--- src/sv/assert_macros.svh ---
// Assertion macros for the cosine similarity RTL.
// Depends on nothing; included by files that carry concurrent assertions.
`ifndef ASSERT_MACROS_SVH
`define ASSERT_MACROS_SVH
// Implication checked at every clock edge outside reset.
`define ASSERT_CLK(label, clk, rst, prop, msg) \
   label: assert property (@(posedge clk) disable iff (rst) (prop)) else $error(msg);
// Implication checked also during reset.
`define ASSERT_ALWAYS(label, clk, prop, msg) \
   label: assert property (@(posedge clk) (prop)) else $error(msg);
`endif

--- src/sv/cos_sim_pkg.sv ---
// Package for the cosine similarity stream block: widths, status codes and
// the controller/datapath command and status structs. Depends on nothing.
package cos_sim_pkg;
   localparam int ElemBits  = 16;
   localparam int MaxLen    = 4096;
   localparam int CountBits = 13;
   localparam int DotBits   = 45;
   localparam int NormBits  = 43;
   localparam int RootBits  = 22;
   localparam int DenBits   = 44;
   localparam int NumBits   = 60;
   localparam int QuotBits  = 16;

   localparam logic [1:0] StatusOk       = 2'd0;
   localparam logic [1:0] StatusZeroNorm = 2'd1;
   localparam logic [1:0] StatusTooLong  = 2'd2;

   typedef struct packed {
      logic accumulate;
      logic start_root;
      logic start_mul;
      logic start_div;
      logic clear;
   } cmd_type;

   typedef struct packed {
      logic too_long;
      logic zero_norm;
      logic root_done;
      logic div_done;
   } stat_type;
endpackage

--- src/sv/cos_sim_ctrl.sv ---
// Controller of the cosine similarity block: sequences accumulate, root,
// multiply, divide and result delivery. Depends on cos_sim_pkg.
`include "assert_macros.svh"
module cos_sim_ctrl (
   input  logic                  clock,
   input  logic                  reset,
   input  logic                  req_tvalid,
   output logic                  req_tready,
   input  logic                  req_tlast,
   output logic                  rsp_tvalid,
   input  logic                  rsp_tready,
   output logic [1:0]            rsp_status,
   output logic                  load_sim,
   output cos_sim_pkg::cmd_type  cmd,
   input  cos_sim_pkg::stat_type stat
);
   typedef enum logic [2:0] {Accum, Check, Root, Mul, Divide, Hold} state_type;
   state_type state_ff;
   logic [1:0] status_ff;
   logic rvalid_ff;
   logic take;
   logic out_free;
   logic rsp_set;
   logic [1:0] rsp_code;

   assign req_tready = (state_ff == Accum);
   assign take = req_tvalid && req_tready;
   assign out_free = !rvalid_ff || rsp_tready;
   assign rsp_tvalid = rvalid_ff;
   assign rsp_status = status_ff;

   always_comb begin
      cmd = '0;
      load_sim = 1'b0;
      rsp_set = 1'b0;
      rsp_code = cos_sim_pkg::StatusOk;
      cmd.accumulate = take;
      unique case (state_ff)
         Check: if (stat.too_long || stat.zero_norm) begin
            // hold the sums until the output register is free
            if (out_free) begin
               cmd.clear = 1'b1;
               rsp_set = 1'b1;
               rsp_code = stat.too_long ? cos_sim_pkg::StatusTooLong
                                        : cos_sim_pkg::StatusZeroNorm;
            end
         end else cmd.start_root = 1'b1;
         Mul: cmd.start_mul = 1'b1;
         Hold: cmd.start_div = 1'b1;
         Divide: if (stat.div_done && out_free) begin
            cmd.clear = 1'b1;
            load_sim = 1'b1;
            rsp_set = 1'b1;
         end
         default: ;
      endcase
   end

   always_ff @(posedge clock) begin
      if (reset) begin
         state_ff  <= Accum;
         rvalid_ff <= 1'b0;
         status_ff <= cos_sim_pkg::StatusOk;
      end else begin
         if (rsp_set) begin
            rvalid_ff <= 1'b1;
            status_ff <= rsp_code;
         end else if (rsp_tready) rvalid_ff <= 1'b0;
         unique case (state_ff)
            Accum: if (take && req_tlast) state_ff <= Check;
            Check: begin
               if (rsp_set) state_ff <= Accum;
               else if (!stat.too_long && !stat.zero_norm) state_ff <= Root;
            end
            Root: if (stat.root_done) state_ff <= Mul;
            Mul: state_ff <= Hold;
            Hold: state_ff <= Divide;
            Divide: if (rsp_set) state_ff <= Accum;
            default: state_ff <= Accum;
         endcase
      end
   end

   `ASSERT_CLK(no_take_busy, clock, reset, take |-> state_ff == Accum, "request taken while busy")
   `ASSERT_CLK(rsp_holds, clock, reset, rsp_tvalid && !rsp_tready |=> rsp_tvalid, "result dropped")
   `ASSERT_CLK(status_holds, clock, reset, rsp_tvalid && !rsp_tready |=> $stable(rsp_status), "status changed while waiting")
endmodule

--- config.mk ---
export PLATFORM = sky130hd
export DESIGN_NAME = cos_sim_ctrl
export DESIGN_NICKNAME = d
export VERILOG_FILES = /design/src/sv/cos_sim_pkg.sv /design/src/sv/cos_sim_ctrl.sv
export VERILOG_INCLUDE_DIRS = /design/src /design/src/sv
export SDC_FILE = /design/constraint.sdc
export NUM_CORES = 1
export LEC_CHECK = 0
export BUFFER_PORTS_ARGS = -buffer_cell sky130_fd_sc_hd__buf_2
export CAP_MARGIN = 20
export CELL_PAD_IN_SITES_DETAIL_PLACEMENT = 0
export CELL_PAD_IN_SITES_GLOBAL_PLACEMENT = 1
export CORE_MARGIN = 3
export CORE_UTILIZATION = 28
export DETAILED_ROUTE_END_ITERATION = 6
export MAX_ROUTING_LAYER = met4
export PLACE_DENSITY_LB_ADDON = 0.15
export SLEW_MARGIN = 15
export SYNTH_ARGS = -nofsm -noshare
export SYNTH_HDL_FRONTEND = slang
export SYNTH_SLANG_ARGS = --single-unit
--- constraint.sdc ---
create_clock -name clock -period 1.2 [get_ports clock]
set_input_delay 0 -clock clock [delete_from_list [all_inputs] [get_ports clock]]
set_output_delay 0 -clock clock [all_outputs]
set_load 0.03 [all_outputs]
# == Yosys cells after proc, flatten, opt, wreduce, memory -nomap -nowiden ==
# Index checks and enable logic that the tools add are counted.
# W data, S select, Z words.
# op_classes
eq_ne,9
muxes,21
reduce_logical,12
# op_table
op,count
$pmux W3 S6,1
$mux W3,5
$mux W1,10
$mux W2,4
$eq A3 B2 Y1 const B,2
$eq A3 B3 Y1 const B,2
$logic_and A1 B1 Y1,4
$ne A2 B2 Y1 const B,2
$reduce_and A4 Y1,1
$eq A3 B1 Y1 const B,1
$logic_not A1 Y1,3
$logic_not A3 Y1,1
$ne A3 B3 Y1 const B,1
$logic_or A1 B1 Y1,2
$ne A2 B1 Y1 const B,1
$pmux W1 S2,1
$reduce_bool A2 Y1,1
# totals
reg_bits,6
output_inout_bits,10
word_cells,45

# == Logic depth before layout (Yosys ltp) ==
# Gate-level depths: netlist of run 1.
# logic_depth
depth_word,7
ltp_mapped,4
depth_no_buf,3

# == Worst setup path before layout of run 1 ==
# Ideal clock, no wire load.
# synth_path
path_type,register to output
from,reg state_ff[1]
to,out cmd[4] (netlist name)
arrival_time_ps,1474
setup_slack_ps,-274
stages_incl_launch_ff,4
cell_sequence,dfxtp_1 > nor3_1 > and2_1 > buf_4
# synth_between
elab_chain_cells,2
# synth_lines
item,line_no,source
from (decl),cos_sim_ctrl.sv:18,state_type state_ff;
from (signal assigned),cos_sim_ctrl.sv:61,state_ff <= Accum;
from (signal assigned),cos_sim_ctrl.sv:70,Accum: if (take && req_tlast) state_ff <= Check;
from (signal assigned),cos_sim_ctrl.sv:72,if (rsp_set) state_ff <= Accum;
$logic_not A3 Y1,cos_sim_ctrl.sv:26,assign req_tready = (state_ff == Accum);
via req_tready,cos_sim_ctrl.sv:8,"output logic req_tready,"
$logic_and A1 B1 Y1,cos_sim_ctrl.sv:27,assign take = req_tvalid && req_tready;
to (decl),cos_sim_ctrl.sv:14,"output cos_sim_pkg::cmd_type cmd,"
# The timed path passes the listed nets, and every way through them passes these cells.

==> results of run 1 <==
==> power groups by stage <==
stage,registers (mW),logic [mW],clock network (mW)
2_1_floorplan,0.237,0.0789,0
3_3_place_gp,0.222,0.135,0
3_5_place_dp,0.222,0.134,0
4_1_cts,0.221,0.158,0.191
5_1_grt,0.223,0.187,0.201
6_report,0.221,0.170,0.184
==> layer usage <==
metal  up-vias  global-route usage (%)  share of wire [%]
li1        212                       -                  -
met1       187                    13.5                 44
met2        12                    21.6                 50
met3         0                    2.58                5.8
met4         0                    7.45                  0
met5         -                       -                  0
==> sequential cells by signal (all words and copies together), names as in the netlist <==
signal      cells
rsp_tvalid      1
state_ff        3
rsp_status      2
==> critical path, cell delays in order (launching register included) <==
cell and delay (ns):
dfxtp_2 0.34, nand4bb_4 0.24, nand2b_4 0.17, nand2_1 0.09, buf_6 0.13
==> how the worst max path moves through the flow <==
stage	slack (ns)	depth (start not counted)	end
2_1_floorplan	0.02	3	cmd[4]
3_3_place_gp	0.08	3	rsp_status[1]
3_5_place_dp	0.09	3	rsp_status[1]
4_1_cts	-0.01	4	cmd[0]
5_1_grt	-0.09	4	cmd[0]
6_report	-0.02	4	cmd[0]
==> placed cells by master (no fill, tap or decap), drive strengths merged <==
cell type,synthesis,final
a211oi,1,1
a21oi,3,3
a31oi,1,1
a32o,1,1
and2,4,4
and2b,2,2
and3,2,2
buf,2,24
clkbuf,0,3
dfxtp,6,6
dlygate4sd3,0,1
inv,2,2
nand2,2,2
nand2b,2,2
nand3,1,1
nand4bb,1,1
nor2,2,2
nor2b,4,4
nor3,2,2
nor3b,1,1
o211ai,1,1
o21ai,5,5
==> layout make-up <==
class / count / area, µm²
Fill cell: 129 / 551
Clock buffer: 3 / 22.5
Timing Repair Buffer: 25 / 175
Sequential cell: 6 / 128
Multi-Input combinational cell: 35 / 270
Inverter: 2 / 7.51
Tap cell: 14 / 17.5
==> logic make-up (layout without fill, tap and decap cells) <==
logic type	count (synthesis)	in the layout
AO/OA/AOI/OAI	12	12
flip-flops	6	6
buffers and inverters	4	30
AND/OR/NAND/NOR	23	23
==> timing repair <==
item                       CTS  global route
hold buffers                 1             0
setup buffers                3             0
pin swaps                    0             1
hold endpoints to repair     1             0
setup endpoints to repair    4             8
resized for setup           11            10
==> key figures, run 1 <==
Synthesis
  – Synth Area in Compound Gates: 19.2%
  – Avg Inst Size Synth: 8.26 µm²
  – Cell with the most instances after synthesis: dfxtp_1
  – Async S/R FF share, synth: 0%
  – Synth Warn #: 0
  – Yosys top cell area share: 32.3%
  – Synth Register Bits: 6
  – Commonest cells in the netlist: dfxtp_1, o21ai_0, a21oi_1, nor2b_1
  – Post-synthesis sequential area ratio: 32.3%
  – Number of synthesized flops with an enable pin: 0
  – Adder-cell share of the synthesized area: 0%
  – Area contributors post-synth: dfxtp_1, o21ai_0, nor2b_1
  – Netlist Area Pre-Place: 372 µm²
  – Mux cell area share after synthesis: 0%
  – Simple-gate area share of the yosys netlist: 42.4%
  – Syn Nets: 54
  – Synth area leader: dfxtp_1
  – Post-Synthesis Cells: 45
  – Ys flop type: dfxtp_1
  – Xor/xnor cell area share of the yosys netlist: 0%
  – Main combinational cell family by area after synthesis: simple AND/OR/NAND/NOR gates
  – Cell variety after synth: 24

STA
  – Minimum clock period: 1.22 ns
  – Final setup viols: 1
  – Max Fclk: 0.823 GHz
  – RSZ-0062 raised after global routing: yes
  – Final TNS setup: -0.0156 ns
  – Rel. slew slack: 82.3%
  – Worst Skew: 0.000128 ns
  – Count of pins over their slew limit: 0
  – Worst setup margin: -0.0156 ns
  – Slew at the pin closest to its max-slew limit: 0.265 ns
  – Final period util: 101%
  – Final hold violation count: 0
  – Worst hold slack: 0.0828 ns

GRT
  – Vias in the first global route: 422
  – GRT overflow: 0
  – First-pass GRT wire length: 1700 µm
  – Antenna violations before repair: 0
  – Largest net degree at the start of global routing: 8
  – Overall routing resource usage: 12.7%

Clocking
  – Clock latency at the later pin of the worst-skew pair: 0.24 ns
  – CTS max path bufs: 2
  – CTS tree: yes
  – Clk pin slew, worst setup/hold paths: 0.04 ns
  – CTS buffer count: 3
  – H-tree levels: 1
  – Root buffer cell: clkbuf_4
  – CTS Sinks: 6

Route
  – Detail Route Antenna Nets: 0
  – Drt pass-1 iters: 2
  – DRT iter0 DRCs: 2
  – # DRC: 0
  – Avg WL per Cell: 11.0 µm
  – Via Count: 411
  – Vias per std cell: 4.84
  – WL final: 939 µm

Placed design
  – Final Wtd Congestion: 0.655
  – DP Cell Count: 78
  – Post-DP HPWL: 684 µm
  – Placed cell areas: 493 µm²
  – Port bufs: 18
  – Setup WS pre-CTS: 0.0878 ns

Floorplan
  – Initial Utilization: 31.7%
  – Die span in x: 42.4 µm
  – Core Region: 1170 µm²
  – Site Rows: 12
  – I/O pins: 19
  – Die Y-Extent: 42.4 µm
  – Die ar.: 1800 µm²

Cells and area
  – Final Instance Count excl. Fillers: 85
  – ANT cells: 0
  – Final layout net count: 82
  – Area delta synth->final: 67.0%
  – Final Util: 53.0%
  – Share of layout cells above drive strength 1: 56.3%
  – Final instance area: 621 µm²

Setup path
  – CP Max Fanout: 5
  – Reg2reg end: rsp_status[1]
  – Crit start category: register
  – Crit path capture type: output pin
  – Critical path type: register to output pin
  – R2r worst-path depth: 4
  – Critical Path RT: 1.20 ns
  – Reg2reg start: state_ff[1]
  – Worst Setup SP: state_ff[1]
  – Arrival time at the worst endpoint: 1.22 ns
  – Worst R2R Setup Slack: 0.02 ns

Power
  – Clk pwr share: 32.0%
  – Maximum vdd drop: 0.483 mV
  – Leak: 0.308 nW
  – Sequential Power Share: 38.4%
  – Pwr Total: 575 µW
  – Pwr/cell area: 926 nW/µm²
  – Pint: 409 µW
  – P_sw: 166 µW
  – Switching part of the total: 28.8%
  – Comb pwr share: 29.6%

Worst hold path
  – Worst hold stages: 3
  – Start point of the worst hold path: stat[2]
  – Hold path endpoint: rsp_status[0]
  – Hold Crit Class: input port to register

Status
  – Result of the run: finished with violations
  – Failing checks: setup timing

Run
  – Max Cap Violations: 0
Note: power is estimated with default switching activity, not from simulation.
==> run 2, diff against run 1 <==
--- a/config.mk
+++ b/config.mk
@@ -15,6 +15,7 @@
 export DETAILED_ROUTE_END_ITERATION = 6
 export MAX_ROUTING_LAYER = met4
 export PLACE_DENSITY_LB_ADDON = 0.15
+export SETUP_SLACK_MARGIN = 0.02
 export SLEW_MARGIN = 15
 export SYNTH_ARGS = -nofsm -noshare
 export SYNTH_HDL_FRONTEND = slang
==> run 2 against run 1 <==
  * The run now ends clean
  * Critical path type unchanged
  * First-iteration DRC count stayed put
  * Register-to-register slack hardly changed
  * Die area stayed put
  * Clock-buffer cell count stayed put
  * Fmax is 1.7% higher
==> key figures, run 2 (synthesized netlist as in run 1, its figures left out) <==
Status
  – Result of the run: completed (was finished with violations)

Route
  – Drt pass-1 iters: 2 (unchanged)
  – # DRC: 0 (unchanged)
  – Avg WL per Cell: 11.2 µm (was 11.0 µm)
  – WL final: 949 µm (was 939 µm)
  – Detail Route Antenna Nets: 0 (unchanged)
  – Vias per std cell: 4.72 (was 4.84)
  – DRT iter0 DRCs: 2 (unchanged)
  – Via Count: 401 (was 411)

Cells and area
  – Share of layout cells above drive strength 1: 59.2% (was 56.3%)
  – Biggest register: state_ff (unchanged)
  – Fillers: 129 (unchanged)
  – Max reg flops: 3 (unchanged)
  – Final layout net count: 82 (unchanged)
  – Final Util: 53.4% (was 53.0%)
  – Commonest non-fill, non-tap cell in the layout: buf_2 (unchanged)
  – Final instance area: 626 µm² (was 621 µm²)
  – ANT cells: 0 (unchanged)
  – Most frequent cells in the layout: buf_2, buf_4, o21ai_0 (unchanged)
  – Area delta synth->final: 68.4% (was 67.0%)

Placed design
  – Post-DP HPWL: 684 µm (unchanged)
  – Placed cell areas: 493 µm² (unchanged)
  – Final Wtd Congestion: 0.655 (unchanged)
  – Setup WS pre-CTS: 0.0878 ns (unchanged)
  – Port bufs: 18 (unchanged)

Clocking
  – CTS tree: yes (unchanged)
  – CTS Sinks: 6 (unchanged)
  – CTS max path bufs: 2 (unchanged)
  – H-tree levels: 1 (unchanged)
  – CTS buffer count: 3 (unchanged)
  – Clk pin slew, worst setup/hold paths: 0.04 ns (about the same)
  – Root buffer cell: clkbuf_4 (unchanged)
  – Clock latency at the later pin of the worst-skew pair: 0.24 ns (about the same)

GRT
  – Antenna violations before repair: 0 (unchanged)
  – Vias in the first global route: 430 (was 422)
  – GRT overflow: 0 (unchanged)
  – Largest net degree at the start of global routing: 8 (unchanged)
  – Overall routing resource usage: 13.0% (was 12.7%)
  – First-pass GRT wire length: 1750 µm (was 1700 µm)

Floorplan
  – Initial Utilization: 31.7% (unchanged)
  – Die span in x: 42.4 µm (unchanged)
  – Core Region: 1170 µm² (unchanged)
  – Die Y-Extent: 42.4 µm (unchanged)
  – I/O pins: 19 (unchanged)
  – Die ar.: 1800 µm² (unchanged)
  – Site Rows: 12 (unchanged)

STA
  – Final hold violation count: 0 (unchanged)
  – Final setup viols: 0 (was 1)
  – Count of pins over their slew limit: 0 (unchanged)
  – Minimum clock period: 1.20 ns (was 1.22 ns)
  – Max Fclk: 0.836 GHz (was 0.823 GHz)
  – Worst Skew: 0.000271 ns (was 0.000128 ns)
  – Rel. slew slack: 82.4% (was 82.3%)
  – Slew at the pin closest to its max-slew limit: 0.264 ns (was 0.265 ns)
  – Worst hold slack: 0.0832 ns (was 0.0828 ns)
  – RSZ-0062 raised after global routing: yes (unchanged)
  – Worst setup margin: 0.00449 ns (was -0.0156 ns)
  – Final period util: 99.6% (was 101%)

Setup path
  – CP Max Fanout: 4 (was 5)
  – Crit start category: register (unchanged)
  – Arrival time at the worst endpoint: 1.20 ns (was 1.22 ns)
  – Reg2reg start: state_ff[2] (was state_ff[1])
  – Critical path type: register to output pin (unchanged)
  – Worst Setup SP: state_ff[2] (was state_ff[1])
  – Critical Path End: cmd[0] (unchanged)
  – R2r worst-path depth: 4 (unchanged)
  – Reg2reg end: rsp_status[1] (unchanged)
  – Critical Path RT: 1.20 ns (about the same)
  – Worst R2R Setup Slack: 0.01 ns (was 0.02 ns)
  – Crit path capture type: output pin (unchanged)

Run
  – Max Cap Violations: 0 (unchanged)

Power
  – Clk pwr share: 32.1% (was 32.0%)
  – P_sw: 167 µW (was 166 µW)
  – Leak: 0.305 nW (was 0.308 nW)
  – Sequential Power Share: 38.0% (was 38.4%)
  – Maximum vdd drop: 0.467 mV (was 0.483 mV)
  – Comb pwr share: 29.9% (was 29.6%)
  – Switching part of the total: 29.1% (was 28.8%)
  – Pwr/cell area: 916 nW/µm² (was 926 nW/µm²)
  – Pint: 407 µW (was 409 µW)

Worst hold path
  – Start point of the worst hold path: stat[2] (unchanged)
  – Hold Crit Class: input port to register (unchanged)
[run 2: cell counts in the layout (fill, tap and decap cells not counted)]
Identical to the previous run, type by type.
[run 2: worst min path at each step]
stage	slack, ns	to	cells after the start
finish	0.08	rsp_status[0]	3
global route	0.11	rsp_status[0]	3
CTS	0.06	rsp_status[0]	3
detailed placement	0.26	rsp_tvalid	2
global placement	0.26	rsp_tvalid	2
floorplan	0.06	rsp_tvalid	1
[run 2: metrics by stage]
| step | setup TNS (ns) | cells | total power [mW] |
|---|---|---|---|
| CTS | -0.00525 | 85 | 0.571 |
| finish | 0 | 85 | 0.573 |
| floorplan | 0 | 45 | 0.316 |
| global placement | 0 | 78 | 0.357 |
| detailed placement | 0 | 78 | 0.356 |
| global route | -0.343 | 85 | 0.608 |
[run 2: power by group through the flow]
stage / Combinational [mW] / Sequential (mW) / Clock [mW]
6_report: 0.171 / 0.218 / 0.184
5_1_grt: 0.187 / 0.220 / 0.201
4_1_cts: 0.162 / 0.217 / 0.191
3_5_place_dp: 0.134 / 0.222 / 0
3_3_place_gp: 0.135 / 0.222 / 0
2_1_floorplan: 0.0789 / 0.237 / 0
[run 2: per-layer routing]
| layer | wire length (µm) | vias to the layer above | GRT usage (%) | share of wire (%) |
|---|---|---|---|---|
| li1 | - | 210 | - | - |
| met5 | 0 | - | - | 0 |
| met3 | 54 | 0 | 2.58 | 5.7 |
| met1 | 417 | 179 | 13.5 | 44 |
| met4 | 0 | 0 | 7.45 | 0 |
| met2 | 477 | 12 | 22.5 | 50 |
[run 2: critical path: stages, from the launching register on]
cell      delay (ns)
dfxtp_4         0.36
nor3b_4         0.23
o211ai_1        0.15
nand2_2         0.09
buf_6           0.12
[run 2: repair_timing]
item / 4_1_cts / 5_1_grt
endpoints found under the setup margin: 6 / 9
hold endpoints to repair: 1 / 0
resized for setup: 19 / 3
buffers inserted: 3 / 0
hold buffers: 1 / 0
pin swaps: 3 / 2
[run 2: layout make-up]
cell class,count,area [µm²],area share (%)
sequential,6,130,20.8
inverter,2,7.51,1.20
tap,14,17.5,2.80
timing repair buffer,25,175,28.0
multi-input combinational,35,273,43.6
clock buffer,3,22.5,3.60
==> run 3, diff against run 2 <==
--- a/config.mk
+++ b/config.mk
@@ -8,11 +8,9 @@
 export LEC_CHECK = 0
 export BUFFER_PORTS_ARGS = -buffer_cell sky130_fd_sc_hd__buf_2
 export CAP_MARGIN = 20
-export CELL_PAD_IN_SITES_DETAIL_PLACEMENT = 0
-export CELL_PAD_IN_SITES_GLOBAL_PLACEMENT = 1
-export CORE_MARGIN = 3
-export CORE_UTILIZATION = 28
+export CORE_AREA = 3 3 40 42
 export DETAILED_ROUTE_END_ITERATION = 6
+export DIE_AREA = 0 0 43 45
 export MAX_ROUTING_LAYER = met4
 export PLACE_DENSITY_LB_ADDON = 0.15
 export SETUP_SLACK_MARGIN = 0.02
==> run 3 against run 2 <==
  * The run now ends with setup timing left
  * Critical path depth stayed put
  * Clock power barely moved
  * Clock-buffer cell count did not move
  * Combinational power about the same
  * Hold slack worse by 0.0068 ns
  * Clock skew up 0.0012 ns
  * Die area grew 7.5%
  * Register-to-register slack is essentially flat
  * Global-route usage down 1.5 points
  * Cell area grew 3.0%
  * Core utilization down 3.3 points
  * Highest routed layer unchanged
==> key figures, run 3 (synthesized netlist as in run 1, its figures left out) <==
Status
  – Result of the run: finished with violations (was completed)
  – Failing checks: setup timing

GRT
  – Overall routing resource usage: 11.5% (was 13.0%)
  – Vias in the first global route: 377 (was 430)
  – Largest net degree at the start of global routing: 9 (was 8)
  – GRT overflow: 0 (unchanged)
  – Antenna violations before repair: 0 (unchanged)
  – First-pass GRT wire length: 1570 µm (was 1750 µm)

Power
  – Comb pwr share: 29.8% (was 29.9%)
  – Maximum vdd drop: 0.404 mV (was 0.467 mV)
  – P_sw: 165 µW (was 167 µW)
  – Switching part of the total: 29.0% (was 29.1%)
  – Leak: 0.310 nW (was 0.305 nW)
  – Clk pwr share: 31.9% (was 32.1%)
  – Sequential Power Share: 38.3% (was 38.0%)
  – Pint: 404 µW (was 407 µW)
  – Pwr/cell area: 883 nW/µm² (was 916 nW/µm²)
  – Pwr Total: 569 µW (was 573 µW)

Setup path
  – Critical path type: register to output pin (unchanged)
  – Crit start category: register (unchanged)
  – Critical Path RT: 1.20 ns (about the same)
  – Arrival time at the worst endpoint: 1.24 ns (was 1.20 ns)
  – Crit path capture type: output pin (unchanged)
  – CP Max Fanout: 5 (was 4)

Floorplan
  – Site Rows: 13 (was 12)
  – Die span in x: 43 µm (was 42.4 µm)
  – Core Region: 1280 µm² (was 1170 µm²)
  – I/O pins: 19 (unchanged)
  – Initial Utilization: 28.9% (was 31.7%)
  – Die Y-Extent: 45 µm (was 42.4 µm)
  – Die ar.: 1940 µm² (was 1800 µm²)

Run
  – Max Cap Violations: 0 (unchanged)

Route
  – Avg WL per Cell: 11.8 µm (was 11.2 µm)
  – DRT iter0 DRCs: 1 (was 2)
  – WL final: 1010 µm (was 949 µm)
  – Drt pass-1 iters: 2 (unchanged)
  – # DRC: 0 (unchanged)
  – Detail Route Antenna Nets: 0 (unchanged)
  – Via Count: 402 (was 401)
  – Vias per std cell: 4.67 (was 4.72)

Placed design
  – Post-DP HPWL: 730 µm (was 684 µm)
  – Placed cell areas: 487 µm² (was 493 µm²)
  – Port bufs: 18 (unchanged)
  – Final Wtd Congestion: 0.652 (was 0.655)
  – Setup WS pre-CTS: -0.0236 ns (was 0.0878 ns)

Cells and area
  – Final layout net count: 82 (unchanged)
  – Fillers: 132 (was 129)
  – ANT cells: 0 (unchanged)
  – Max reg flops: 3 (unchanged)
  – Final instance area: 644 µm² (was 626 µm²)
  – Most frequent cells in the layout: buf_2, buf_6, o21ai_0, buf_4, clkbuf_4 (was buf_2, buf_4, o21ai_0)
  – Biggest register: state_ff (unchanged)
  – Commonest non-fill, non-tap cell in the layout: buf_2 (unchanged)
  – Area delta synth->final: 73.4% (was 68.4%)
  – Share of layout cells above drive strength 1: 59.2% (unchanged)

STA
  – Final hold violation count: 0 (unchanged)
  – Rel. slew slack: 81.6% (was 82.4%)
  – Slew at the pin closest to its max-slew limit: 0.276 ns (was 0.264 ns)
  – Final setup viols: 2 (was 0)
  – Worst setup margin: -0.0391 ns (was 0.00449 ns)
  – Minimum clock period: 1.24 ns (was 1.20 ns)
  – Worst Skew: 0.00150 ns (was 0.000271 ns)
  – RSZ-0062 raised after global routing: yes (unchanged)
  – Max Fclk: 0.807 GHz (was 0.836 GHz)
  – Count of pins over their slew limit: 0 (unchanged)
  – Final period util: 103% (was 99.6%)

Clocking
  – CTS tree: yes (unchanged)
  – Clk pin slew, worst setup/hold paths: 0.04 ns (about the same)
  – CTS Sinks: 6 (unchanged)
  – CTS buffer count: 3 (unchanged)
  – Root buffer cell: clkbuf_4 (unchanged)
  – H-tree levels: 1 (unchanged)
  – Clock latency at the later pin of the worst-skew pair: 0.24 ns (about the same)
  – CTS max path bufs: 2 (unchanged)

Worst hold path
  – Hold Crit Class: input port to register (unchanged)
[run 3: timing repair]
action	CTS	global route
hold buffers	1	0
endpoints found under the hold margin	1	0
setup endpoints to repair	7	7
resized for setup	15	14
pin swaps	1	4
buffers inserted	2	2
gates cloned	0	0
[run 3: path summary, 6_finish.rpt]
path / start / endpoint / slack [ns] / cells after the start
setup / recovery: state_ff[2] / cmd[4] / -0.04 / 4
hold reg to reg: state_ff[2] / state_ff[1] / 0.49 / 1
setup reg to reg: state_ff[0] / rsp_status[1] / 0.02 / 4
hold / removal: stat[2] / rsp_status[0] / 0.08 / 3
[run 3: area by class of cell]
| type | count | area [µm²] | share of cell area (%) |
|---|---|---|---|
| clock buffer | 3 | 22.5 | 3.50 |
| timing repair buffer | 25 | 189 | 29.3 |
| sequential | 6 | 133 | 20.6 |
| multi-input combinational | 35 | 274 | 42.5 |
| inverter | 2 | 7.51 | 1.17 |
| tap | 15 | 18.8 | 2.91 |
[run 3: power groups by stage]
stage / combinational [mW] / clock [mW] / sequential [mW]
after global placement: 0.128 / 0 / 0.224
after detailed placement: 0.129 / 0 / 0.224
after global routing: 0.184 / 0.213 / 0.219
after CTS: 0.148 / 0.195 / 0.222
after floorplan: 0.0789 / 0 / 0.237
final: 0.170 / 0.181 / 0.218
[run 3: stage by stage]
stage / hold slack [ns] / cells / setup TNS [ns] / utilization (%)
final: 0.0765 / 86 / -0.0590 / 50.1
after global routing: 0.0916 / 86 / -0.380 / 50.1
after CTS: 0.0680 / 84 / -0.0735 / 44.9
after detailed placement: 0.269 / 78 / -0.0236 / 37.9
after global placement: 0.265 / 78 / 0 / 37.9
after floorplan: 0.0620 / 45 / 0 / -
[run 3: worst max-delay path: stages, from the launching register on]
cell,delay [ns]
dfxtp_4,0.36
buf_4,0.16
nor3_4,0.19
and2_4,0.16
buf_6,0.12
[run 3: routing by layer]
layer / GRT usage, % / up-vias / routed length (µm)
li1: - / 210 / -
met1: 11.6 / 178 / 404
met2: 20.1 / 14 / 527
met3: 3.98 / 0 / 80
met4: 5.42 / 0 / 0
met5: - / - / 0
